<file path="config.mk">
export PLATFORM = sky130hd
export DESIGN_NAME = x86_16bit_alu_with_flags_core_flat
export DESIGN_NICKNAME = d
export VERILOG_FILES = /design/src/x86a_pkg.sv /design/src/x86a_in_if.sv /design/src/x86a_out_if.sv /design/src/x86_16bit_alu_with_flags_core.sv /design/src/x86a_alu.sv /design/src/flat_wrapper.sv
export SDC_FILE = /design/constraint.sdc
export NUM_CORES = 1
export LEC_CHECK = 0
export CAP_MARGIN = 20
export CORE_ASPECT_RATIO = 0.7
export CORE_UTILIZATION = 55
export DETAILED_ROUTE_END_ITERATION = 12
export DONT_BUFFER_PORTS = 1
export HOLD_SLACK_MARGIN = 0.1
export PLACE_DENSITY = 0.7
export SETUP_SLACK_MARGIN = 0.4
export SYNTH_ARGS = -nofsm -noshare
export SYNTH_HDL_FRONTEND = slang
export SYNTH_SLANG_ARGS = --single-unit
</file>
<file path="constraint.sdc">
create_clock -name i_clk -period 9.2 [get_ports i_clk]
set_input_delay 1.84 -clock i_clk [delete_from_list [all_inputs] [get_ports i_clk]]
set_output_delay 1.84 -clock i_clk [all_outputs]
set_load 0.05 [all_outputs]
</file>
<file path="src/x86a_pkg.sv">
package x86a_pkg;

    // operation codes
    localparam logic [3:0] K_ADD = 4'd0;
    localparam logic [3:0] K_SUB = 4'd1;
    localparam logic [3:0] K_CMP = 4'd2;
    localparam logic [3:0] K_INC = 4'd3;
    localparam logic [3:0] K_DEC = 4'd4;
    localparam logic [3:0] K_NEG = 4'd5;
    localparam logic [3:0] K_AND = 4'd6;
    localparam logic [3:0] K_OR  = 4'd7;
    localparam logic [3:0] K_XOR = 4'd8;
    localparam logic [3:0] K_MUL = 4'd9;
    localparam logic [3:0] K_SAL = 4'd10;
    localparam logic [3:0] K_SAR = 4'd11;
    localparam logic [3:0] K_SHR = 4'd12;

    typedef struct packed {
        logic of;
        logic sf;
        logic zf;
        logic af;
        logic pf;
        logic cf;
    } t_flags;

    typedef struct packed {
        logic [3:0]  kind;
        logic        is_word;
        logic [15:0] operand_a;
        logic [15:0] operand_b;
        logic [4:0]  shift_count;
    } t_op;

    typedef struct packed {
        logic [15:0] result;
        logic [15:0] result_high;
        logic        write_back;
        t_flags      flags;
    } t_res;

endpackage

</file>
<file path="src/x86a_in_if.sv">
interface x86a_in_if;
    logic        valid;
    logic        ready;
    logic [3:0]  kind;
    logic        is_word;
    logic [15:0] operand_a;
    logic [15:0] operand_b;
    logic [4:0]  shift_count;

    modport source (
        output valid, kind, is_word, operand_a, operand_b, shift_count,
        input  ready
    );
    modport sink (
        input  valid, kind, is_word, operand_a, operand_b, shift_count,
        output ready
    );
endinterface

</file>
<file path="src/x86a_out_if.sv">
interface x86a_out_if;
    logic        valid;
    logic        ready;
    logic [15:0] result;
    logic [15:0] result_high;
    logic        write_back;
    logic        carry_flag;
    logic        parity_flag;
    logic        aux_flag;
    logic        zero_flag;
    logic        sign_flag;
    logic        overflow_flag;

    modport source (
        output valid, result, result_high, write_back, carry_flag, parity_flag,
               aux_flag, zero_flag, sign_flag, overflow_flag,
        input  ready
    );
    modport sink (
        input  valid, result, result_high, write_back, carry_flag, parity_flag,
               aux_flag, zero_flag, sign_flag, overflow_flag,
        output ready
    );
endinterface

</file>
<file path="src/x86_16bit_alu_with_flags_core.sv">
// a result beat passes the operand register and then the result register before it
// is offered, and waits in the operand register while the result register is full and not drained
// throughput: one beat per cycle while the receiver keeps taking results
// an input register feeds the alu; the result register and flags load together
// reset (i_rst_n low, synchronous) empties both stages and clears all six flags
module x86_16bit_alu_with_flags_core (
    input  logic              i_clk,
    input  logic              i_rst_n,
    x86a_in_if.sink           i_in,
    x86a_out_if.source        o_out
);
    import x86a_pkg::*;

    // operand stage
    logic   r_s1_valid;
    logic   n_s1_valid;
    t_op    r_s1_op;

    // result stage and architectural flags
    logic   r_out_valid;
    logic   n_out_valid;
    t_res   r_out;
    t_flags r_flags;
    t_flags n_flags;

    // handshake helpers
    t_res   w_res;
    logic   w_out_free;
    logic   w_adv;
    logic   w_in_take;

    // the result register can take a beat when empty or being drained this cycle
    assign w_out_free = !r_out_valid || o_out.ready;
    // operand stage moves into the result register
    assign w_adv      = r_s1_valid && w_out_free;
    // operand stage can refill whenever it is empty or moving on
    assign i_in.ready = !r_s1_valid || w_out_free;
    assign w_in_take  = i_in.valid && i_in.ready;

    // alu works on the registered operands and the current flags
    x86a_alu u_alu (
        .i_op    (r_s1_op),
        .i_flags (r_flags),
        .o_res   (w_res)
    );

    always_comb begin
        n_s1_valid = r_s1_valid;
        if (w_in_take) begin
            n_s1_valid = 1'b1;
        end else if (w_adv) begin
            n_s1_valid = 1'b0;
        end

        n_out_valid = r_out_valid;
        if (w_adv) begin
            n_out_valid = 1'b1;
        end else if (o_out.ready) begin
            n_out_valid = 1'b0;
        end

        // flags only change when a beat leaves the alu, so back-to-back beats
        // see the flags of the one just before
        n_flags = w_adv ? w_res.flags : r_flags;
    end

    always_ff @(posedge i_clk) begin
        if (!i_rst_n) begin
            r_s1_valid  <= 1'b0;
            r_out_valid <= 1'b0;
            r_flags     <= '0;
        end else begin
            r_s1_valid  <= n_s1_valid;
            r_out_valid <= n_out_valid;
            r_flags     <= n_flags;
        end
    end

    // payload registers, no reset
    always_ff @(posedge i_clk) begin
        if (w_in_take) begin
            r_s1_op.kind        <= i_in.kind;
            r_s1_op.is_word     <= i_in.is_word;
            r_s1_op.operand_a   <= i_in.operand_a;
            r_s1_op.operand_b   <= i_in.operand_b;
            r_s1_op.shift_count <= i_in.shift_count;
        end
        if (w_adv) begin
            r_out <= w_res;
        end
    end

    assign o_out.valid         = r_out_valid;
    assign o_out.result        = r_out.result;
    assign o_out.result_high   = r_out.result_high;
    assign o_out.write_back    = r_out.write_back;
    assign o_out.carry_flag    = r_out.flags.cf;
    assign o_out.parity_flag   = r_out.flags.pf;
    assign o_out.aux_flag      = r_out.flags.af;
    assign o_out.zero_flag     = r_out.flags.zf;
    assign o_out.sign_flag     = r_out.flags.sf;
    assign o_out.overflow_flag = r_out.flags.of;

    // flags must not move unless a beat passes into the result register
    a_flags_hold: assert property (@(posedge i_clk) disable iff (!i_rst_n)
        !w_adv |=> $stable(r_flags))
        else $error("flags changed with no beat completing");

    // flags shown with a result are the ones kept for the next beat
    a_flags_shown: assert property (@(posedge i_clk) disable iff (!i_rst_n)
        w_adv |=> ({o_out.overflow_flag, o_out.sign_flag, o_out.zero_flag,
                    o_out.aux_flag, o_out.parity_flag, o_out.carry_flag} == r_flags))
        else $error("result flags differ from stored flags");

    // compare never writes back
    a_cmp_no_wb: assert property (@(posedge i_clk) disable iff (!i_rst_n)
        (w_adv && r_s1_op.kind == K_CMP) |=> !o_out.write_back)
        else $error("compare marked for write back");

    // high half is only used by a word multiply
    a_high_zero: assert property (@(posedge i_clk) disable iff (!i_rst_n)
        (w_adv && !(r_s1_op.kind == K_MUL && r_s1_op.is_word))
        |=> (o_out.result_high == 16'd0))
        else $error("high half set outside word multiply");

    // byte operations other than multiply leave the upper byte clear
    a_byte_upper: assert property (@(posedge i_clk) disable iff (!i_rst_n)
        (w_adv && !r_s1_op.is_word && r_s1_op.kind != K_MUL)
        |=> (o_out.result[15:8] == 8'd0))
        else $error("byte result has upper bits set");

endmodule

</file>
<file path="src/x86a_alu.sv">
module x86a_alu (
    input  x86a_pkg::t_op    i_op,
    input  x86a_pkg::t_flags i_flags,
    output x86a_pkg::t_res   o_res
);
    import x86a_pkg::*;

    logic [15:0] mask;
    logic [15:0] msb;
    logic [15:0] a;
    logic [15:0] b;
    logic [15:0] s;
    logic [15:0] r;
    logic [15:0] hi;
    logic [16:0] sum;
    logic [16:0] dif;
    logic [31:0] prod;
    logic [47:0] sal_w;
    logic [47:0] sr_e;
    logic [47:0] sr_t;
    logic [4:0]  cnt_m1;
    logic        sgn;
    logic        sal_cf;
    logic        up;
    logic        wb;
    t_flags      f;

    // sign, zero and parity from the result within the width
    function automatic t_flags szp(t_flags fi, logic [15:0] rv, logic [15:0] mk,
                                   logic [15:0] mb);
        t_flags fo;
        fo    = fi;
        fo.pf = ~^rv[7:0];
        fo.zf = ((rv & mk) == 16'd0);
        fo.sf = |(rv & mb);
        return fo;
    endfunction

    always_comb begin
        mask = i_op.is_word ? 16'hffff : 16'h00ff;
        msb  = i_op.is_word ? 16'h8000 : 16'h0080;
        a    = i_op.operand_a & mask;
        b    = i_op.operand_b & mask;
        s    = (i_op.kind == K_INC || i_op.kind == K_DEC) ? 16'd1 : b;
        sum  = {1'b0, a} + {1'b0, s};
        dif  = {1'b0, a} - {1'b0, s};
        prod = 32'(a) * 32'(b);
        sgn  = |(a & msb);

        // left shift: the bit just above the width is the last one out
        sal_w  = {32'd0, a} << i_op.shift_count;
        sal_cf = i_op.is_word ? sal_w[16] : sal_w[8];

        // right shifts: shift by count-1, bit 0 is the carry, the rest the result
        sr_e   = {32'd0, a} | ((i_op.kind == K_SAR && sgn) ? {32'hffff_ffff, ~mask} : 48'd0);
        cnt_m1 = i_op.shift_count - 5'd1;
        sr_t   = sr_e >> cnt_m1;

        f  = i_flags;
        r  = a;
        hi = 16'd0;
        wb = 1'b1;
        up = 1'b0;

        unique case (i_op.kind) inside
            K_ADD, K_INC: begin
                r = sum[15:0] & mask;
                if (i_op.kind == K_ADD) begin
                    f.cf = i_op.is_word ? sum[16] : sum[8];
                end
                f.af = a[4] ^ s[4] ^ r[4];
                f.of = |(~(a ^ s) & (a ^ r) & msb);
                f    = szp(f, r, mask, msb);
            end
            K_SUB, K_CMP, K_DEC: begin
                r = dif[15:0] & mask;
                if (i_op.kind != K_DEC) begin
                    f.cf = dif[16];
                end
                f.af = a[4] ^ s[4] ^ r[4];
                f.of = |((a ^ s) & (a ^ r) & msb);
                f    = szp(f, r, mask, msb);
                if (i_op.kind == K_CMP) begin
                    wb = 1'b0;
                end
            end
            K_NEG: begin
                r    = (16'd0 - a) & mask;
                f.cf = |a;
                f.af = |a[3:0];
                f.of = (a == msb);
                f    = szp(f, r, mask, msb);
            end
            K_AND, K_OR, K_XOR: begin
                if (i_op.kind == K_AND) begin
                    r = a & b;
                end else if (i_op.kind == K_OR) begin
                    r = a | b;
                end else begin
                    r = a ^ b;
                end
                f.cf = 1'b0;
                f.of = 1'b0;
                f    = szp(f, r, mask, msb);
            end
            K_MUL: begin
                r    = prod[15:0];
                hi   = i_op.is_word ? prod[31:16] : 16'd0;
                up   = i_op.is_word ? |prod[31:16] : |prod[15:8];
                f.cf = up;
                f.of = up;
            end
            K_SAL, K_SAR, K_SHR: begin
                // a zero count leaves everything alone
                if (i_op.shift_count != 5'd0) begin
                    if (i_op.kind == K_SAL) begin
                        r    = sal_w[15:0] & mask;
                        f.cf = sal_cf;
                        if (i_op.shift_count == 5'd1) begin
                            f.of = (|(r & msb)) ^ sal_cf;
                        end
                    end else begin
                        r    = sr_t[16:1] & mask;
                        f.cf = sr_t[0];
                        if (i_op.shift_count == 5'd1) begin
                            f.of = (i_op.kind == K_SHR) && sgn;
                        end
                    end
                    f = szp(f, r, mask, msb);
                end
            end
            default: begin
                wb = 1'b0;
            end
        endcase

        o_res.result      = r;
        o_res.result_high = hi;
        o_res.write_back  = wb;
        o_res.flags       = f;
    end

endmodule

</file>
<file path="src/flat_wrapper.sv">
// flat-port wrapper written by rule: the top's interface ports become plain ports
module x86_16bit_alu_with_flags_core_flat import x86a_pkg::*;
  (i_clk, i_rst_n, i_in_valid, i_in_kind, i_in_is_word, i_in_operand_a, i_in_operand_b, i_in_shift_count, i_in_ready, o_out_valid, o_out_result, o_out_result_high, o_out_write_back, o_out_carry_flag, o_out_parity_flag, o_out_aux_flag, o_out_zero_flag, o_out_sign_flag, o_out_overflow_flag, o_out_ready);
  x86a_in_if i_in_i ();
  x86a_out_if o_out_i ();
  input  logic i_clk;
  input  logic i_rst_n;
  input wire logic [$bits(i_in_i.valid)-1:0] i_in_valid;
  input wire logic [$bits(i_in_i.kind)-1:0] i_in_kind;
  input wire logic [$bits(i_in_i.is_word)-1:0] i_in_is_word;
  input wire logic [$bits(i_in_i.operand_a)-1:0] i_in_operand_a;
  input wire logic [$bits(i_in_i.operand_b)-1:0] i_in_operand_b;
  input wire logic [$bits(i_in_i.shift_count)-1:0] i_in_shift_count;
  output wire logic [$bits(i_in_i.ready)-1:0] i_in_ready;
  output wire logic [$bits(o_out_i.valid)-1:0] o_out_valid;
  output wire logic [$bits(o_out_i.result)-1:0] o_out_result;
  output wire logic [$bits(o_out_i.result_high)-1:0] o_out_result_high;
  output wire logic [$bits(o_out_i.write_back)-1:0] o_out_write_back;
  output wire logic [$bits(o_out_i.carry_flag)-1:0] o_out_carry_flag;
  output wire logic [$bits(o_out_i.parity_flag)-1:0] o_out_parity_flag;
  output wire logic [$bits(o_out_i.aux_flag)-1:0] o_out_aux_flag;
  output wire logic [$bits(o_out_i.zero_flag)-1:0] o_out_zero_flag;
  output wire logic [$bits(o_out_i.sign_flag)-1:0] o_out_sign_flag;
  output wire logic [$bits(o_out_i.overflow_flag)-1:0] o_out_overflow_flag;
  input wire logic [$bits(o_out_i.ready)-1:0] o_out_ready;
  assign i_in_i.valid = i_in_valid;
  assign i_in_i.kind = i_in_kind;
  assign i_in_i.is_word = i_in_is_word;
  assign i_in_i.operand_a = i_in_operand_a;
  assign i_in_i.operand_b = i_in_operand_b;
  assign i_in_i.shift_count = i_in_shift_count;
  assign i_in_ready = i_in_i.ready;
  assign o_out_valid = o_out_i.valid;
  assign o_out_result = o_out_i.result;
  assign o_out_result_high = o_out_i.result_high;
  assign o_out_write_back = o_out_i.write_back;
  assign o_out_carry_flag = o_out_i.carry_flag;
  assign o_out_parity_flag = o_out_i.parity_flag;
  assign o_out_aux_flag = o_out_i.aux_flag;
  assign o_out_zero_flag = o_out_i.zero_flag;
  assign o_out_sign_flag = o_out_i.sign_flag;
  assign o_out_overflow_flag = o_out_i.overflow_flag;
  assign o_out_i.ready = o_out_ready;
  x86_16bit_alu_with_flags_core u_core (.i_clk(i_clk), .i_rst_n(i_rst_n), .i_in(i_in_i), .o_out(o_out_i));
endmodule
</file>
After elaboration in Yosys (flattened, before gate mapping)
Cells that the tools add are included.

Register bits: 89. Input bits: 46. Output and inout bits: 41. Word-level logic and storage cells: 153.

Add/sub/neg operators: 4. Multipliers: 1. Eq/ne operators: 15. Shift operators: 2. Muxes and demuxes: 31. Bitwise gates (word level): 36. Reduce and logical (&&, ||, !) cells: 42.

Operators by type and width (count): bitwise AND 16 bit (24); OR reduction 16 bit (11); two-way mux 16 bit (10); one-hot mux 16 bit (6 select lines) (1); logical NOT 16 bit (5); XOR 16 bit (4); two-way mux 48 bit (1); bitwise OR 16 x 48 -> 48 bit (1); right shift 48 x 5 -> 17 bit (1); XNOR reduction 8 bit (5); multiplier 16 x 16 -> 32 bit (1); inverter 16 bit (2); == test 4 bit, second input constant (5); one-hot mux 4 bit (5 select lines) (1); adder 16 x 16 -> 17 bit (1); << shifter 16 x 5 -> 17 bit (1); subtractor 16 x 16 -> 17 bit (1); == test 16 bit (1); == test 4 x 3 -> 1 bit, second input constant (4); bitwise OR 16 bit (1); subtractor 1 x 16 -> 16 bit, first input constant (1); two-way mux 1 bit (14); one-hot mux 1 bit (6 select lines) (2); OR reduction 10 bit (1); 19 further kinds (32).

Depth between registers and ports, before layout
Word-level depth: 16. Mapped depth: 32. Gate-level depth less buffers: 25.

Cells and area by module
Synthesis repeated with hierarchy kept, for this count alone.

Cells, all modules: 2197. Area total of the unflattened synthesis: 18421.4 um2.

By module, submodules not included: x86a_alu (times used 1, cells each 2081, area each 15656.3 um2); x86_16bit_alu_with_flags_core (times used 1, cells each 116, area each 2765.2 um2).

Worst setup path before layout
OpenSTA, ideal clock, no wires.

Path type: register to register. Start: reg u_core.r_s1_op[37] (netlist bit). End: reg u_core.r_out, in the netlist u_core.o_out.carry_flag, data pin. Library setup time: 0.263 ns. Arrival: 7.656 ns. Required time: 8.937 ns. Slack: 1.281 ns. Stages on the path, launching flop included: 30. Buffers on the path: 8. Cell sequence: edfxtp_1 > buf_2 > clkbuf_1 > clkbuf_1 > clkbuf_1 > clkbuf_1 > clkbuf_1 > and2_1 > clkbuf_1 > nand2_1 > fa_1 > inv_1 > fa_1 > fa_1 > fa_1 > fa_1 > inv_1 > fa_1 > inv_1 > ha_1 > clkbuf_1 > a21oi_1 > o211a_1 > o21ai_1 > o21ai_1 > mux2_2 > a211oi_1 > o2111ai_1 > nor4_1 > nor3_1.

RTL lines: from (decl) (line x86_16bit_alu_with_flags_core.sv:17) `t_op r_s1_op;`; to (signal assigned) (line x86_16bit_alu_with_flags_core.sv:89) `r_out <= w_res;`; to (decl) (line x86_16bit_alu_with_flags_core.sv:22) `t_res r_out;`.

==> impl_metrics.toml <==
[placed_design]
placed_cells = 2585
hpwl_um = 57200
dpl_cell_area_um2 = 18900
preCtsSetupSlack_ns = 0.982
gp_congestion = 1.07
port_buffers = 0

[cts]
cts_resized = 0
clock-sinks = 89
clock_latency_ns = 0.42
clk_pin_slew_worst_paths_ns = 0.11
cts_root_buffer = "clkbuf_16"
clockBufferDepth = 2
cts_buffers = 9
cts_tree = "yes"
htree_num_levels = 3

[synthesis]
synthAdderAreaFrac_pct = 33.9
synthTopCellsByCount = "286 x inv_1, 259 x nand2_1, 203 x nor2_1"
synth_edf_count = 81
synthCells = 2266
seq_area_frac_synth_pct = 13.9
syn-mean-instance-area_um2 = 8.22
synth_top_family_by_area = "adder cells"
netlist-cell-type-count = 89
synth_async_sr_flop_share_pct = 0
syn_area_um2 = 18600
yosys.area.top_type_share_pct = 21.1
synth_flop_cell = "edfxtp_1"
syn-num-nets = 2700
synth_top_cell_by_area = "fa_1"
synth_seq_cells = 89
synth_most_common_cell = "inv_1"
synth_mux_area_share_pct = 3.75
yosys.area_share.xor_xnor_pct = 3.29
synth_simple_gate_area_share_pct = 18.9
synthTopCellsByArea = "fa_1 21%, edfxtp_1 13%, ha_1 13%"
synth_compound_area_share_pct = 17.0
synth.yosys.warnings = 0

[floorplan]
start_util_pct = 56.8
ios = 87
die_w_um = 222
die_y_um = 156
die-area_um2 = 34600
core_um2 = 32800
core.rowCount = 55

[global_routing]
grt_overflow = 0
grtUsageTotal_pct = 42.0
grt_max_degree = 45
grt_pass1_wl_um = 107000
grt_pass1_vias = 16667
grt_antenna_before_repair = 2

[power]
power.density_nw_per_um2 = 236
vdd.ir_drop.worst_mv = 0.385
power_frac_seq_pct = 12.5
intPower_mw = 1.91
fin_total_pwr_mw = 4.54
switching_share_pct = 57.9
total_leakage_power_nw = 8.67
pwr-share-clk_pct = 9.1
p_sw_mw = 2.63
combPwrFrac_pct = 78.4

[setup_path]
worstSetupPathType = "reg2reg"
end_kind = "register"
rr_worst_depth = 23
path_max_fanout = 13
cp-start-kind = "register"
crit_arrival_ns = 8.37
crit_required_ns = 9.35

[layout]
drive_gt1_share_pct = 5.10
finalNonFillerCells = 2607
postLayoutCoreUtil_pct = 58.7
area_growth_pct = 3.36
fillers = 3010
multi_input_area_um2 = 14300
layout.nets = 2606
seq_area_um2 = 2590
fin_area_um2 = 19300

[run]
drv_cap = 0

[timing]
finalHoldViolations = 0
max-slew-margin-rel_pct = 19.2
fmax_ghz = 0.122
finalSetupViolCount = 0
setup_slack_ns = 0.980
rsz0062_at_grt = "false"
worst_slew_pin_slew_ns = 1.18
post-route-min-period_ns = 8.22
maxSlewViolCount = 0
skew_ns = 0.0396
fin_crit_sh_pct = 89.4
finalSetupTns_ns = 0
hold_slack_ns = 0.520

[drt]
wl_um = 71500
viasPerCell = 6.73
firstDrtPassIters = 6
drt_iter0_drc = 2537
wire_per_inst_um = 27.4
ant_nets = 0
route.detailed.drc = 0
vias = 17541

[worst_hold_path]
hp-class = "reg2reg"
whs_path_depth = 1

[outcome]
status = "finished, final reports clean"
[logic make-up (layout without fill, tap and decap cells)]
group | after synthesis | count (layout)
multiplexers | 50 | 50
XOR/XNOR | 70 | 70
other | 0 | 3
flip-flops | 89 | 89
adder cells (fa/ha/maj) | 388 | 388
AO/OA/AOI/OAI | 473 | 473
AND/OR/NAND/NOR | 748 | 748
buffers and inverters | 448 | 359
[path summary, 6_finish.rpt]
check | start | end | slack (ns)
setup / recovery | u_core.r_s1_op[37]$_DFFE_PP_ | u_core.o_out.overflow_flag$_DFFE_PP_ | 0.98
hold / removal | u_core.r_flags[2]$_SDFFE_PN0P_ | u_core.r_flags[2]$_SDFFE_PN0P_ | 0.52
setup reg to reg | u_core.r_s1_op[37]$_DFFE_PP_ | u_core.o_out.overflow_flag$_DFFE_PP_ | 0.98
hold reg to reg | u_core.r_flags[2]$_SDFFE_PN0P_ | u_core.r_flags[2]$_SDFFE_PN0P_ | 0.52
[worst max-delay path, cell delays in order (launching register included)]
cell       delay [ns]
edfxtp_1         0.66
and2_1           0.72
inv_1            0.28
nor2_1           0.27
fa_1             0.42
inv_1            0.07
fa_1             0.43
fa_1             0.51
inv_1            0.05
fa_1             0.49
fa_1             0.49
inv_1            0.05
fa_1             0.47
inv_1            0.04
ha_1             0.38
a21oi_1          0.42
o211a_1          0.21
o21ai_1          0.08
o21ai_1          0.39
mux2_2           0.39
a211oi_1         0.40
o2111ai_1        0.32
nor4_1           0.34
nor3_1           0.09
[metal layers]
| layer | share of wire [%] | up-vias | track usage (%) |
|---|---|---|---|
| li1 | - | 7581 | - |
| met1 | 43 | 8569 | 62.2 |
| met2 | 38 | 1254 | 54.6 |
| met3 | 16 | 135 | 17.8 |
| met4 | 2.5 | 2 | 11.1 |
| met5 | 0.032 | - | 0 |
[sequential cells by signal, summed over array words and instances, names as in the netlist]
name / cells
u_core.r_s1_op: 42
u_core.o_out.zero_flag: 1
u_core.o_out.parity_flag: 1
u_core.o_out.aux_flag: 1
u_core.o_out.result: 16
u_core.r_flags: 6
u_core.o_out.write_back: 1
u_core.o_out.overflow_flag: 1
u_core.o_out.result_high: 16
u_core.o_out.sign_flag: 1
u_core.o_out.carry_flag: 1
u_core.r_s1_valid: 1
u_core.o_out.valid: 1
[repair_timing]
item	4_1_cts	5_1_grt
hold endpoints to repair	0	0
hold buffers	0	0
setup endpoints to repair	0	1
setup buffers	0	1
[cell usage in the layout (no fill, tap or decap), types with 14 or more instances in the layout]
master    instances
o31ai_1          14
nand3_1          36
mux4_2           15
xnor2_1          39
inv_1           285
nor2_1          203
nor4_1           15
a21oi_1         120
o211ai_1         21
xor2_1           31
and2_1           28
nand4_1          22
nand2_1         259
nor3_1           44
nand2b_1         23
buf_4            44
a21o_1           23
a211oi_1         24
o21ai_1          23
o21a_1           14
ha_1            192
o21ai_0          74
a31oi_1          15
and3_1           40
fa_1            196
mux2i_1          27
nor2b_1          15
edfxtp_1         81
[power by group through the flow]
| stage | combinational, mW | sequential, mW | clock (mW) |
|---|---|---|---|
| finish | 3.56 | 0.567 | 0.413 |
| global placement | 3.37 | 0.576 | 0 |
| detailed placement | 3.43 | 0.575 | 0 |
| global route | 3.91 | 0.569 | 0.421 |
| floorplan | 2.45 | 0.553 | 0 |
| CTS | 3.46 | 0.566 | 0.413 |
[final cells by class]
cell class / instances / share of cell area (%)
Multi-Input combinational cell: 1729 / 74.5
Tap cell: 427 / 2.77
Clock buffer: 9 / 1.17
Antenna cell: 3 / 0.0390
Clock inverter: 7 / 0.422
Inverter: 296 / 5.77
Timing Repair Buffer: 47 / 1.92
Sequential cell: 89 / 13.5
Power figures use the tool's default switching activity.
